[config.mk]
export PLATFORM = sky130hd
export DESIGN_NAME = rscs_ram
export DESIGN_NICKNAME = d
export VERILOG_FILES = /design/src/sv/rscs_ram.sv
export SDC_FILE = /design/constraint.sdc
export NUM_CORES = 1
export LEC_CHECK = 0
export CAP_MARGIN = 5
export CORE_MARGIN = 4
export CORE_UTILIZATION = 53
export CTS_CLUSTER_DIAMETER = 100
export CTS_CLUSTER_SIZE = 14
export DETAILED_ROUTE_END_ITERATION = 7
export DONT_BUFFER_PORTS = 1
export GPL_TIMING_DRIVEN = 0
export PLACE_DENSITY = 0.68
export SETUP_SLACK_MARGIN = 0.5
export SLEW_MARGIN = 5
export SYNTH_ARGS = -nofsm -noshare
export SYNTH_HDL_FRONTEND = slang
export SYNTH_SLANG_ARGS = --single-unit
[constraint.sdc]
create_clock -name clk -period 5.7 [get_ports clk]
set_input_delay 1.14 -clock clk [delete_from_list [all_inputs] [get_ports clk]]
set_output_delay 1.14 -clock clk [all_outputs]
set_load 0.02 [all_outputs]
[src/sv/rscs_ram.sv]
// Generic single-write, single-read synchronous RAM with registered read data.
module rscs_ram #(
  parameter int WIDTH = 32,
  parameter int DEPTH = 32
) (
  input  logic                     clk,
  input  logic                     we,
  input  logic [$clog2(DEPTH)-1:0] waddr,
  input  logic [WIDTH-1:0]         wdata,
  input  logic                     re,
  input  logic [$clog2(DEPTH)-1:0] raddr,
  output logic [WIDTH-1:0]         rdata
);

  logic [WIDTH-1:0] mem_r [DEPTH];
  logic [WIDTH-1:0] rdata_r;

  always_ff @(posedge clk) begin
    if (we) begin
      mem_r[waddr] <= wdata;
    end
    if (re) begin
      rdata_r <= mem_r[raddr];
    end
  end

  assign rdata = rdata_r;

endmodule

Word-level counts from Yosys, hierarchy flattened
Memory sizes are Yosys's and may differ from the RTL's. A register that Yosys moved wholly into a read port is not among the register bits.
Index checks and enable logic that the tools add are counted.
{"block": "word_totals", "reg_bits": 0, "mem_bits_rw": 1024, "in_bits": 45, "output_inout_bits": 32, "elab_cells": 3, "mem_count": 1}
{"block": "op_classes", "n_mux": 2}
{"memory": "mem_r", "words": 32, "word_bits": 32, "rd": 1, "rd_ports_with_merged_regs": 1, "write_ports": 1, "line": "15", "rtl": "logic [WIDTH-1:0] mem_r [DEPTH];"}
{"op": "2-to-1 mux 1 bit", "n": 2}

Logic depth before layout (Yosys ltp)
{"block": "logic_depth", "depth_word": 2, "depth_mapped": 8, "ltp_nobuf": 5}

Least setup slack after synthesis
No wires, ideal clock.
{"block": "synth_timing", "path_type": "input -> register", "start": "in waddr[1]", "end": "mem mem_r[12][0], enable pin", "setup_ns": 0.421, "arrival_ns": 3.153, "t_required_ns": 5.279, "slack_ns": 2.126, "cell_stages": 3, "path_buffers": 1, "cell_sequence": "or3b_2 > clkbuf_1 > nor2_1"}
{"element": "start: declaration", "line": "8", "rtl": "input logic [$clog2(DEPTH)-1:0] waddr,"}
{"element": "end: declaration", "line": "15"}
No word-level cell before the write port.

==> impl_metrics.ini <==
[grt]
grt_max_degree = 33
grt_remaining_overflow = 0
antenna_found_initial = 1
grt_use_met1 = 0.315
grt_pass1_vias = 20900
grt_pass1_wl_mm = 139
track_usage = 0.233
use_met3 = 0.0407
grt_busiest_layer = met2
met2_usage = 0.396

[sta]
rsz0062_at_grt = false
fmaxAchievable_mhz = 332
post-route-min-period_ps = 3010
worst_pin_slew_ps = 1180
fin_tns_setup_ps = 0
setup_viol = 0
finalClockSkew_ps = 14.8
whs_ps = 603
worst_slack_ps = 2690
fin_crit_sh = 0.528
hold_violations = 0
slew_viol_final = 0
slew-limit-headroom = 0.214

[critical_path]
required_ps = 5990
worstPathArrival_ps = 3300
r2r_cells = 5
start_kind = input pin
rr_endpoint = rdata[12]
cp-end-kind = flop
cpPeakStageDelay_ps = 590
reg2reg_from = mem_r[7][12]
path_max_fanout = 11
rrSetupSlack_ps = 3760
worstPathCellList = buf_4 -> buf_4 -> buf_2 -> mux2i_1 -> a22oi_1 -> a31oi_1 -> nand3_1
cp_common_cell = buf_4
crit_type = in2reg
crit_path_top_delay_cell = a31oi_1
crit_path_start = raddr[0]

[cts]
cts_root_buf = clkbuf_16
htreeDepth = 3
cts_hold_buf = 0
cts_sinks = 1056
post_cts_buffers = 0
cts_tree = done
path_clk_slew_ps = 60
cts_resized = 0
cts_max_path_buffers = 3
cts_buffers = 85
clk_latency_ps = 630

[layout]
area_growth_pct = 11.0
stdcell_area_sq_mm = 0.0453
drive_above_1_share = 0.0994
nNetsFinal = 2424

[place]
post-place-ws_ps = 2140
numPortBuffers = 0
dp_hpwl_mm = 61.8
placed_area_sq_mm = 0.0430
place_congestion = 0.828

[job]
maxCapViolations = 0

[run_status]
status = finished clean

[routing]
wirelength_mm = 95.6
first_pass_iters = 6
routedWlPerCell_microns = 28.0
drtIter0Drc = 2193
viasPerCell = 6.10
drtAntennaViolNets = 0
vias = 20800
drc = 0

[power]
p_total_mw = 14.6
p_per_area_mw_per_mm2 = 323
p_leak_nw = 15.4
ir_drop_mv = 0.231

[die]
die_h_microns = 285
start_util = 0.536
ioPinCount = 77
rows = 101
die_w_microns = 285
die_area_sq_mm = 0.0815
fp.coreArea_sq_mm = 0.0761

[synthesis]
synth_nets = 2305
synth.distinct_cells = 24
ys.warnings.count = 0
avgSynthCellArea_sq_um = 18.1
synthTopCellsByArea = edfxtp_1, mux2i_1, a22oi_1
yosysTopAreaCellShare = 0.777
syn_inst = 2260
synth_top_area_cell = edfxtp_1
syn_area_sq_mm = 0.0408
synth-seq-cells = 1056
ys_seq_area_frac = 0.777

[min_path]
hold_path_end = mem_r[11][30]
whs_path_depth = 0
min_path_type = in2reg
min-delay-start = wdata[30]
[routing by layer]
metal  up-vias  wire length [microns]
li1       9180                      -
met1     10600                  38000
met2       878                  47600
met3       135                   7900
met4         0                   2110
met5         -                      0
[power by group]
part           total [mW]  internal, mW  switching, mW  leakage, nW
sequential           8.72          8.67         0.0563         9.54
clock                5.21          2.73           2.48         1.11
combinational       0.696         0.247          0.449         4.79
total                14.6          11.6           2.99         15.4
[critical path, delay by kind of cell]
family | cells | cell delay, ps
and+or+nand+nor | 1 | 320
buffers and inverters | 3 | 890
AOI/OAI and AO/OA | 2 | 680
muxes | 1 | 250
[sequential cells by signal (all words and copies together) (netlist names)]
register	flops
mem_r	1024
rdata	32
[cells by family after synthesis]
group                  Yosys count  share of synthesized area
muxes                          512                      0.126
DFF                           1056                      0.777
AOI/OAI and AO/OA              288                     0.0481
and+or+nand+nor                277                     0.0308
buffers and inverters          127                     0.0185
[synth_stat cells, drive strengths merged]
cell type and number:
nand2 98, or2 1, nor2 34, edfxtp 1056, clkbuf 48, or3b 3, nor3 32, mux2i 512
and2b 1, nand3 98, a31oi 32, a22o 64, a22oi 96, nand2b 2, and2 1, or3 1
nand3b 5, buf 79, a21oi 96, nor2b 1
[area by class of cell]
class                   count  area (sq um)
fillers                  5525         30800
multi-input cells        1077          8580
plain buffers             127           753
well taps                1030          1290
flip-flops and latches   1056         31700
diodes                      1          2.50
clock inverters             5          51.3
clock buffers              88          2200
repair buffers             32           686
[layout by cell type, fill, tap and decap left out, types with 3 or more instances in the layout]
master,count
buf_16,6
nor2_4,32
nand2_1,98
clkbuf_16,88
mux2i_1,512
buf_12,26
inv_6,4
a22o_1,64
a21oi_1,96
edfxtp_1,1056
nand3b_1,5
or3b_2,3
buf_4,33
buf_1,5
nor3_1,32
buf_2,26
a22oi_1,96
a31oi_1,32
nand3_1,98
buf_6,15
clkbuf_1,46
[stage by stage]
step | util | std cells
after floorplan | - | 2260
after global placement | 0.553 | 3290
after detailed placement | 0.565 | 3322
after CTS | 0.595 | 3415
after global routing | 0.595 | 3415
final | 0.595 | 3416
[worst max path at each step]
stage	end	cells past startpoint
after floorplan	mem_r[12][0]	3
after global placement	mem_r[16][22]	3
after detailed placement	rdata[12]	7
after CTS	rdata[12]	7
after global routing	rdata[11]	7
final	rdata[14]	7
No activity file was read; power rests on OpenSTA's default activity.
