==> src/sv/rscs_pkg.sv <==
// Shared opcodes, function codes and execute result type for the subset core.
package rscs_pkg;

  localparam logic [6:0] OP_REG    = 7'd51;
  localparam logic [6:0] OP_IMM    = 7'd19;
  localparam logic [6:0] OP_LOAD   = 7'd3;
  localparam logic [6:0] OP_STORE  = 7'd35;
  localparam logic [6:0] OP_BRANCH = 7'd99;
  localparam logic [6:0] OP_JALR   = 7'd103;

  localparam logic [2:0] F3_ADD  = 3'd0;
  localparam logic [2:0] F3_XOR  = 3'd4;
  localparam logic [2:0] F3_SR   = 3'd5;
  localparam logic [2:0] F3_AND  = 3'd7;
  localparam logic [2:0] F3_WORD = 3'd2;
  localparam logic [2:0] F3_BLT  = 3'd4;
  localparam logic [2:0] F3_JALR = 3'd0;

  localparam logic [6:0] F7_BASE = 7'd0;
  localparam logic [6:0] F7_ALT  = 7'd32;

  localparam int unsigned XLEN    = 32;
  localparam int unsigned REG_AW  = 5;
  localparam int unsigned OUT_W   = 72;

  typedef struct packed {
    logic [XLEN-1:0]   npc;
    logic              wr;
    logic [REG_AW-1:0] rd;
    logic [XLEN-1:0]   val;
    logic              mw;
    logic              halt;
    logic              load;
    logic [XLEN-1:0]   addr;
    logic [XLEN-1:0]   sdata;
  } ex_res_t;

endpackage

==> src/sv/rscs_exec.sv <==
// Decode and execute of one instruction word on forwarded register operands.
module rscs_exec (
  input  logic [31:0]     word,
  input  logic [31:0]     pc,
  input  logic            stopped,
  input  logic [31:0]     opa,
  input  logic [31:0]     opb,
  output rscs_pkg::ex_res_t res
);

  always_comb begin
    logic [6:0]  op;
    logic [2:0]  f3;
    logic [6:0]  f7;
    logic [31:0] imm_i;
    logic [31:0] imm_s;
    logic [31:0] imm_b;
    logic        wr;
    logic        ld;
    logic [31:0] val;
    op    = word[6:0];
    f3    = word[14:12];
    f7    = word[31:25];
    imm_i = {{20{word[31]}}, word[31:20]};
    imm_s = {{20{word[31]}}, word[31:25], word[11:7]};
    imm_b = {{19{word[31]}}, word[31], word[7], word[30:25], word[11:8], 1'b0};
    wr    = 1'b0;
    ld    = 1'b0;
    val   = '0;
    res       = '0;
    res.npc   = pc + 32'd4;
    res.rd    = word[11:7];
    res.sdata = opb;
    res.addr  = opa + imm_i;
    unique case (op)
      rscs_pkg::OP_REG: begin
        unique case ({f7, f3})
          {rscs_pkg::F7_BASE, rscs_pkg::F3_ADD}: begin val = opa + opb; wr = 1'b1; end
          {rscs_pkg::F7_ALT,  rscs_pkg::F3_ADD}: begin val = opa - opb; wr = 1'b1; end
          {rscs_pkg::F7_BASE, rscs_pkg::F3_AND}: begin val = opa & opb; wr = 1'b1; end
          {rscs_pkg::F7_BASE, rscs_pkg::F3_XOR}: begin val = opa ^ opb; wr = 1'b1; end
          {rscs_pkg::F7_ALT,  rscs_pkg::F3_SR}: begin
            val = $unsigned($signed(opa) >>> opb[4:0]);
            wr  = 1'b1;
          end
          default: ;
        endcase
      end
      rscs_pkg::OP_IMM: begin
        if (f3 == rscs_pkg::F3_ADD) begin
          val = opa + imm_i;
          wr  = 1'b1;
        end else if (f3 == rscs_pkg::F3_AND) begin
          val = opa & imm_i;
          wr  = 1'b1;
        end
      end
      rscs_pkg::OP_LOAD: begin
        if (f3 == rscs_pkg::F3_WORD) begin
          wr = 1'b1;
          ld = 1'b1;
        end
      end
      rscs_pkg::OP_STORE: begin
        if (f3 == rscs_pkg::F3_WORD) begin
          res.addr = opa + imm_s;
          res.mw   = 1'b1;
        end
      end
      rscs_pkg::OP_BRANCH: begin
        if (f3 == rscs_pkg::F3_BLT && $signed(opa) < $signed(opb)) begin
          res.npc = pc + imm_b;
        end
      end
      rscs_pkg::OP_JALR: begin
        if (f3 == rscs_pkg::F3_JALR) begin
          val     = pc + 32'd4;
          wr      = 1'b1;
          res.npc = opa + imm_i;
        end
      end
      default: ;
    endcase
    if (stopped || word == 32'd0) begin
      res.npc  = pc;
      res.halt = 1'b1;
      res.mw   = 1'b0;
      res.rd   = '0;
    end else if (wr && word[11:7] != 5'd0) begin
      res.wr   = 1'b1;
      res.val  = val;
      res.load = ld;
    end else begin
      res.rd = '0;
    end
  end

endmodule

==> config.mk <==
export PLATFORM = sky130hd
export DESIGN_NAME = rscs_exec
export DESIGN_NICKNAME = d
export VERILOG_FILES = /design/src/sv/rscs_pkg.sv /design/src/sv/rscs_exec.sv
export SDC_FILE = /design/constraint.sdc
export NUM_CORES = 1
export LEC_CHECK = 0
export BUFFER_PORTS_ARGS = -buffer_cell sky130_fd_sc_hd__buf_2
export CAP_MARGIN = 20
export CORE_AREA = 10 10 220 222
export DETAILED_ROUTE_END_ITERATION = 10
export DIE_AREA = 0 0 230 232
export GPL_ROUTABILITY_DRIVEN = 0
export PLACE_DENSITY_LB_ADDON = 0.1
export SLEW_MARGIN = 5
export SYNTH_ARGS = -nofsm -noshare
export SYNTH_HDL_FRONTEND = slang
export SYNTH_SLANG_ARGS = --single-unit
==> constraint.sdc <==
create_clock -name vclk -period 4.6
set_input_delay 0 -clock vclk [all_inputs]
set_output_delay 0 -clock vclk [all_outputs]
set_load 0.05 [all_outputs]
# ---- Yosys cells after proc, flatten, opt, wreduce, memory -nomap -nowiden
# Cells that the tools add are included.
dict set report word_totals {
  regBits 0
  inputBits 129
  output_inout_bits 137
  word_cells 60
}
dict set report op_classes {
  add_sub_neg 6
  n_lt_le_gt_ge 1
  n_eq_ne 13
  shifts 1
  n_mux 28
  bitwise 3
  n_reduce_logical 8
}
# op n
set ops {}
lappend ops {{$mux 32} 10}
lappend ops {{$pmux 32 s5} 1}
lappend ops {{$add 32x32->32} 4}
lappend ops {{$pmux 32 s3} 1}
lappend ops {{$and 32x32->32} 2}
lappend ops {{$pmux 32 s2} 1}
lappend ops {{$add 32x3->32 const B} 1}
lappend ops {{$logic_not 32->1} 1}
lappend ops {{$lt 32x32->1} 1}
lappend ops {{$sshr 32x5->32} 1}
lappend ops {{$sub 32x32->32} 1}
lappend ops {{$xor 32x32->32} 1}
lappend ops {{$eq 10x3->1 const B} 2}
lappend ops {{$eq 10x9->1 const B} 2}
lappend ops {{$eq 7x6->1 const B} 2}
lappend ops {{$eq 7x7->1 const B} 2}
lappend ops {{$mux 1} 11}
lappend ops {{$logic_not 10->1} 1}
lappend ops {{$mux 5} 2}
lappend ops {{$eq 7x2->1 const B} 1}
lappend ops {{$eq 7x5->1 const B} 1}
lappend ops {{$eq 3x3->1 const B} 2}
lappend ops {{$reduce_bool 5->1} 1}
lappend ops {{$reduce_or 5->1} 1}
lappend ops {{other kinds (6)} 7}

# ---- Depth between registers and ports, before layout
dict set report logic_depth {
  ltp_word 7
  mapped_depth 17
  depth_no_buf 14
}

# ---- Least setup slack after synthesis
# No wires, ideal clock.
dict set report synth_timing {
  path_kind {input-to-output}
  from {input port opb[3]}
  to {output port res[130] (netlist name)}
  t_arrival_ps 4017
  required_ps 4600
  path_slack_ps 583
  cell_stages 15
  path_buffers 4
  cell_sequence {inv_1 > buf_1 > clkbuf_1 > ha_1 > o211a_1 > o31a_1 > o21ai_1 > a21oi_2 > o21ai_2 > nand3b_2 > a311oi_4 > buf_4 > buf_2 > nand2_1 > o21ai_0}
}
# item line_no
set synth_lines {}
lappend synth_lines {{from (decl)} rscs_exec.sv:7} ;# input logic [31:0] opb,
lappend synth_lines {{to (decl)} rscs_exec.sv:8} ;# output rscs_pkg::ex_res_t res

==> reports/metrics.yaml <==
cp.arrival_ns: 4.05
initial_core_util_pct: 29.82
tightest_slew_ns: 0.7648
leakagePower_uw: 0.006265
antenna_found_initial: 3
placed_cell_area_sq_mm: 0.01486
fin_tns_setup_ns: 0
route.detailed.drc: 0
synth_area_sq_mm: 0.01310
seq_area_frac_synth_pct: 0
drive_gt1_share_pct: 17.99
hold_viol_final: 0
rsz0062_at_grt: "no"
nClkBuffers: 0
seqCellArea_sq_um: 0
fin_ws_ns: 0.5464
grt_usage_pct: 25.35
cap_violations: 0
critical_path_class: "in2out"
power_density_mw_per_mm2: 151.4
n_fill_cell: 5002
avgSynthCellArea_sq_um: 6.460
crit_path_start_kind: "input port"
combPwrFrac_pct: 100.0
ctsHoldBuffers: 0
netlist_instances: 2028
slowest_stage: "o31ai_1"
die_w_um: 230
firstDrtPassIters: 8
dr_total_vias: 17021
pwr-share-clk_pct: 0
nNetsFinal: 2453
report.final.slew_viol_count: 0
ant_nets: 0
design.seq.count: 0
multi_input_area_sq_mm: 0.01202
net-switching-power_uw: 1561
outcome: "finished clean"
diodes: 0
post-place-ws_ns: 0.6988
core_area_sq_mm: 0.04393
min_period_over_period_pct: 88.12
max_freq_mhz: 246.7
synth.distinct_cells: 99
fin_area_sq_mm: 0.01486
ioPinCount: 266
hpwl_mm: 59.11
share_seq_of_total_power_pct: 0
gr-total-overflow: 0
ir_drop_mv: 0.1329
worst_ep_required_time_ns: 4.60
cts-resized-gates: 0
path_cells: "buf_2, ha_1, fa_1, nor2b_1, o211ai_2, nand3_1, and4_1, o21ai_1, o41ai_1, buf_4, a311oi_1, nor4_1, mux2i_1, o31ai_1, buf_4, a21oi_1, buf_12"
synth_warnings: 0
dr.first_iter.drc_count: 2351
min_period_ns: 4.054
wl_mm: 72.38
grt_max_degree: 39
drt-wirelength-per-cell_um: 26.07
cp_max_fo: 5
core.rowCount: 77
synth_fp_nets: 2295
grt_pass1_vias: 16075
crit_path_end_kind: "primary output"
swShare_pct: 69.39
die_area_sq_mm: 0.05336
slowest_delay_ns: 0.52
holdPathStages: 2
p_int_uw: 688.4
grt_pass1_wl_mm: 105.6
path_common_cell: "buf_4"
die_h_um: 232
via_per_inst: 6.131
slew_headroom_pct: 48.48
area_growth_pct: 13.43
setup_viol: 0
cts_post_setup_buffers_inserted: 0
port_buffers: 266
min_path_type: "in2out"
==> worst max-delay path: cells and delay by family <==
kind	cells	cell delay (ns)
adder cells (fa/ha/maj)	2	0.71
AND/OR/NAND/NOR	4	0.75
AO/OA/AOI/OAI	6	1.73
multiplexers	1	0.14
buffers and inverters	4	0.71
==> layer usage <==
metal	up-vias	GRT usage, %	wire, um
met1	8071	35.92	32290
met3	117	3.787	6862
met4	0	6.516	2179
met5	-	0	0
met2	996	39.14	31050
li1	7837	-	-
==> cells in the mapped netlist (18+ instances only) <==
cell | instances | area, sq um
a211oi_1 | 29 | 217.7
a21o_1 | 45 | 337.8
a21oi_1 | 210 | 1051
a221oi_1 | 28 | 245.2
a31oi_1 | 21 | 131.4
buf_4 | 38 | 285.3
clkbuf_1 | 104 | 390.4
ha_1 | 133 | 1664
inv_1 | 88 | 330.3
mux2i_1 | 35 | 350.3
mux4_2 | 18 | 405.4
nand2_1 | 225 | 844.6
nand2b_1 | 23 | 143.9
nand3_1 | 52 | 260.3
nand4_1 | 29 | 181.4
nor2_1 | 217 | 814.5
nor2b_1 | 20 | 125.1
nor3_1 | 42 | 210.2
o211ai_1 | 25 | 187.7
o21ai_0 | 166 | 830.8
o21bai_1 | 24 | 180.2
o22ai_1 | 29 | 181.4
xnor2_1 | 79 | 691.9
xor2_1 | 46 | 402.9
==> path summary, 6_finish.rpt <==
path	to	start	slack, ns
max	res[97]	opa[0]	0.55
min	res[26]	opb[26]	0.32
==> layout by cell type, fill, tap and decap left out, types with 21 or more instances in the layout <==
master,n
nor3_1,38
a21o_1,45
o22ai_1,29
inv_1,88
xor2_1,46
nand2_1,225
o211ai_1,25
buf_4,52
buf_2,264
a221oi_1,28
o21ai_0,166
nand3_1,52
nand2b_1,23
xnor2_1,79
a31oi_1,21
o21bai_1,24
a211oi_1,28
a21oi_1,210
ha_1,133
nand4_1,29
nor2_1,216
mux2i_1,35
==> through the flow <==
stage / util (%) / total power (uW) / std cells / hold slack [ns]
after floorplan: - / 1530 / 2028 / 0.1671
after global placement: 33.82 / 2206 / 2776 / 0.3176
after detailed placement: 33.82 / 2199 / 2776 / 0.3189
after CTS: 33.82 / 2211 / 2776 / 0.3189
after global routing: 33.82 / 2392 / 2776 / 0.3246
final: 33.82 / 2249 / 2776 / 0.3160
==> area by class of cell <==
class	count	share of cell area, %
multi-input combinational	1774	80.90
timing repair buffer	318	11.79
tap	592	4.985
inverter	92	2.324
==> power by group through the flow <==
stage                     Clock [uW]  Sequential (uW)  Combinational [uW]
final                              0                0                2250
after global routing               0                0                2390
after CTS                          0                0                2210
after detailed placement           0                0                2200
after global placement             0                0                2210
after floorplan                    0                0                1530
==> kinds of logic after synthesis <==
logic type	count (synthesis)	share of synthesized area [%]
compound gates	759	38.64
xor+xnor	125	8.357
fa+ha+maj	138	13.47
buf+inv	254	8.500
mux	68	7.058
simple gates	684	23.97
(Power assumes the default switching activity.)
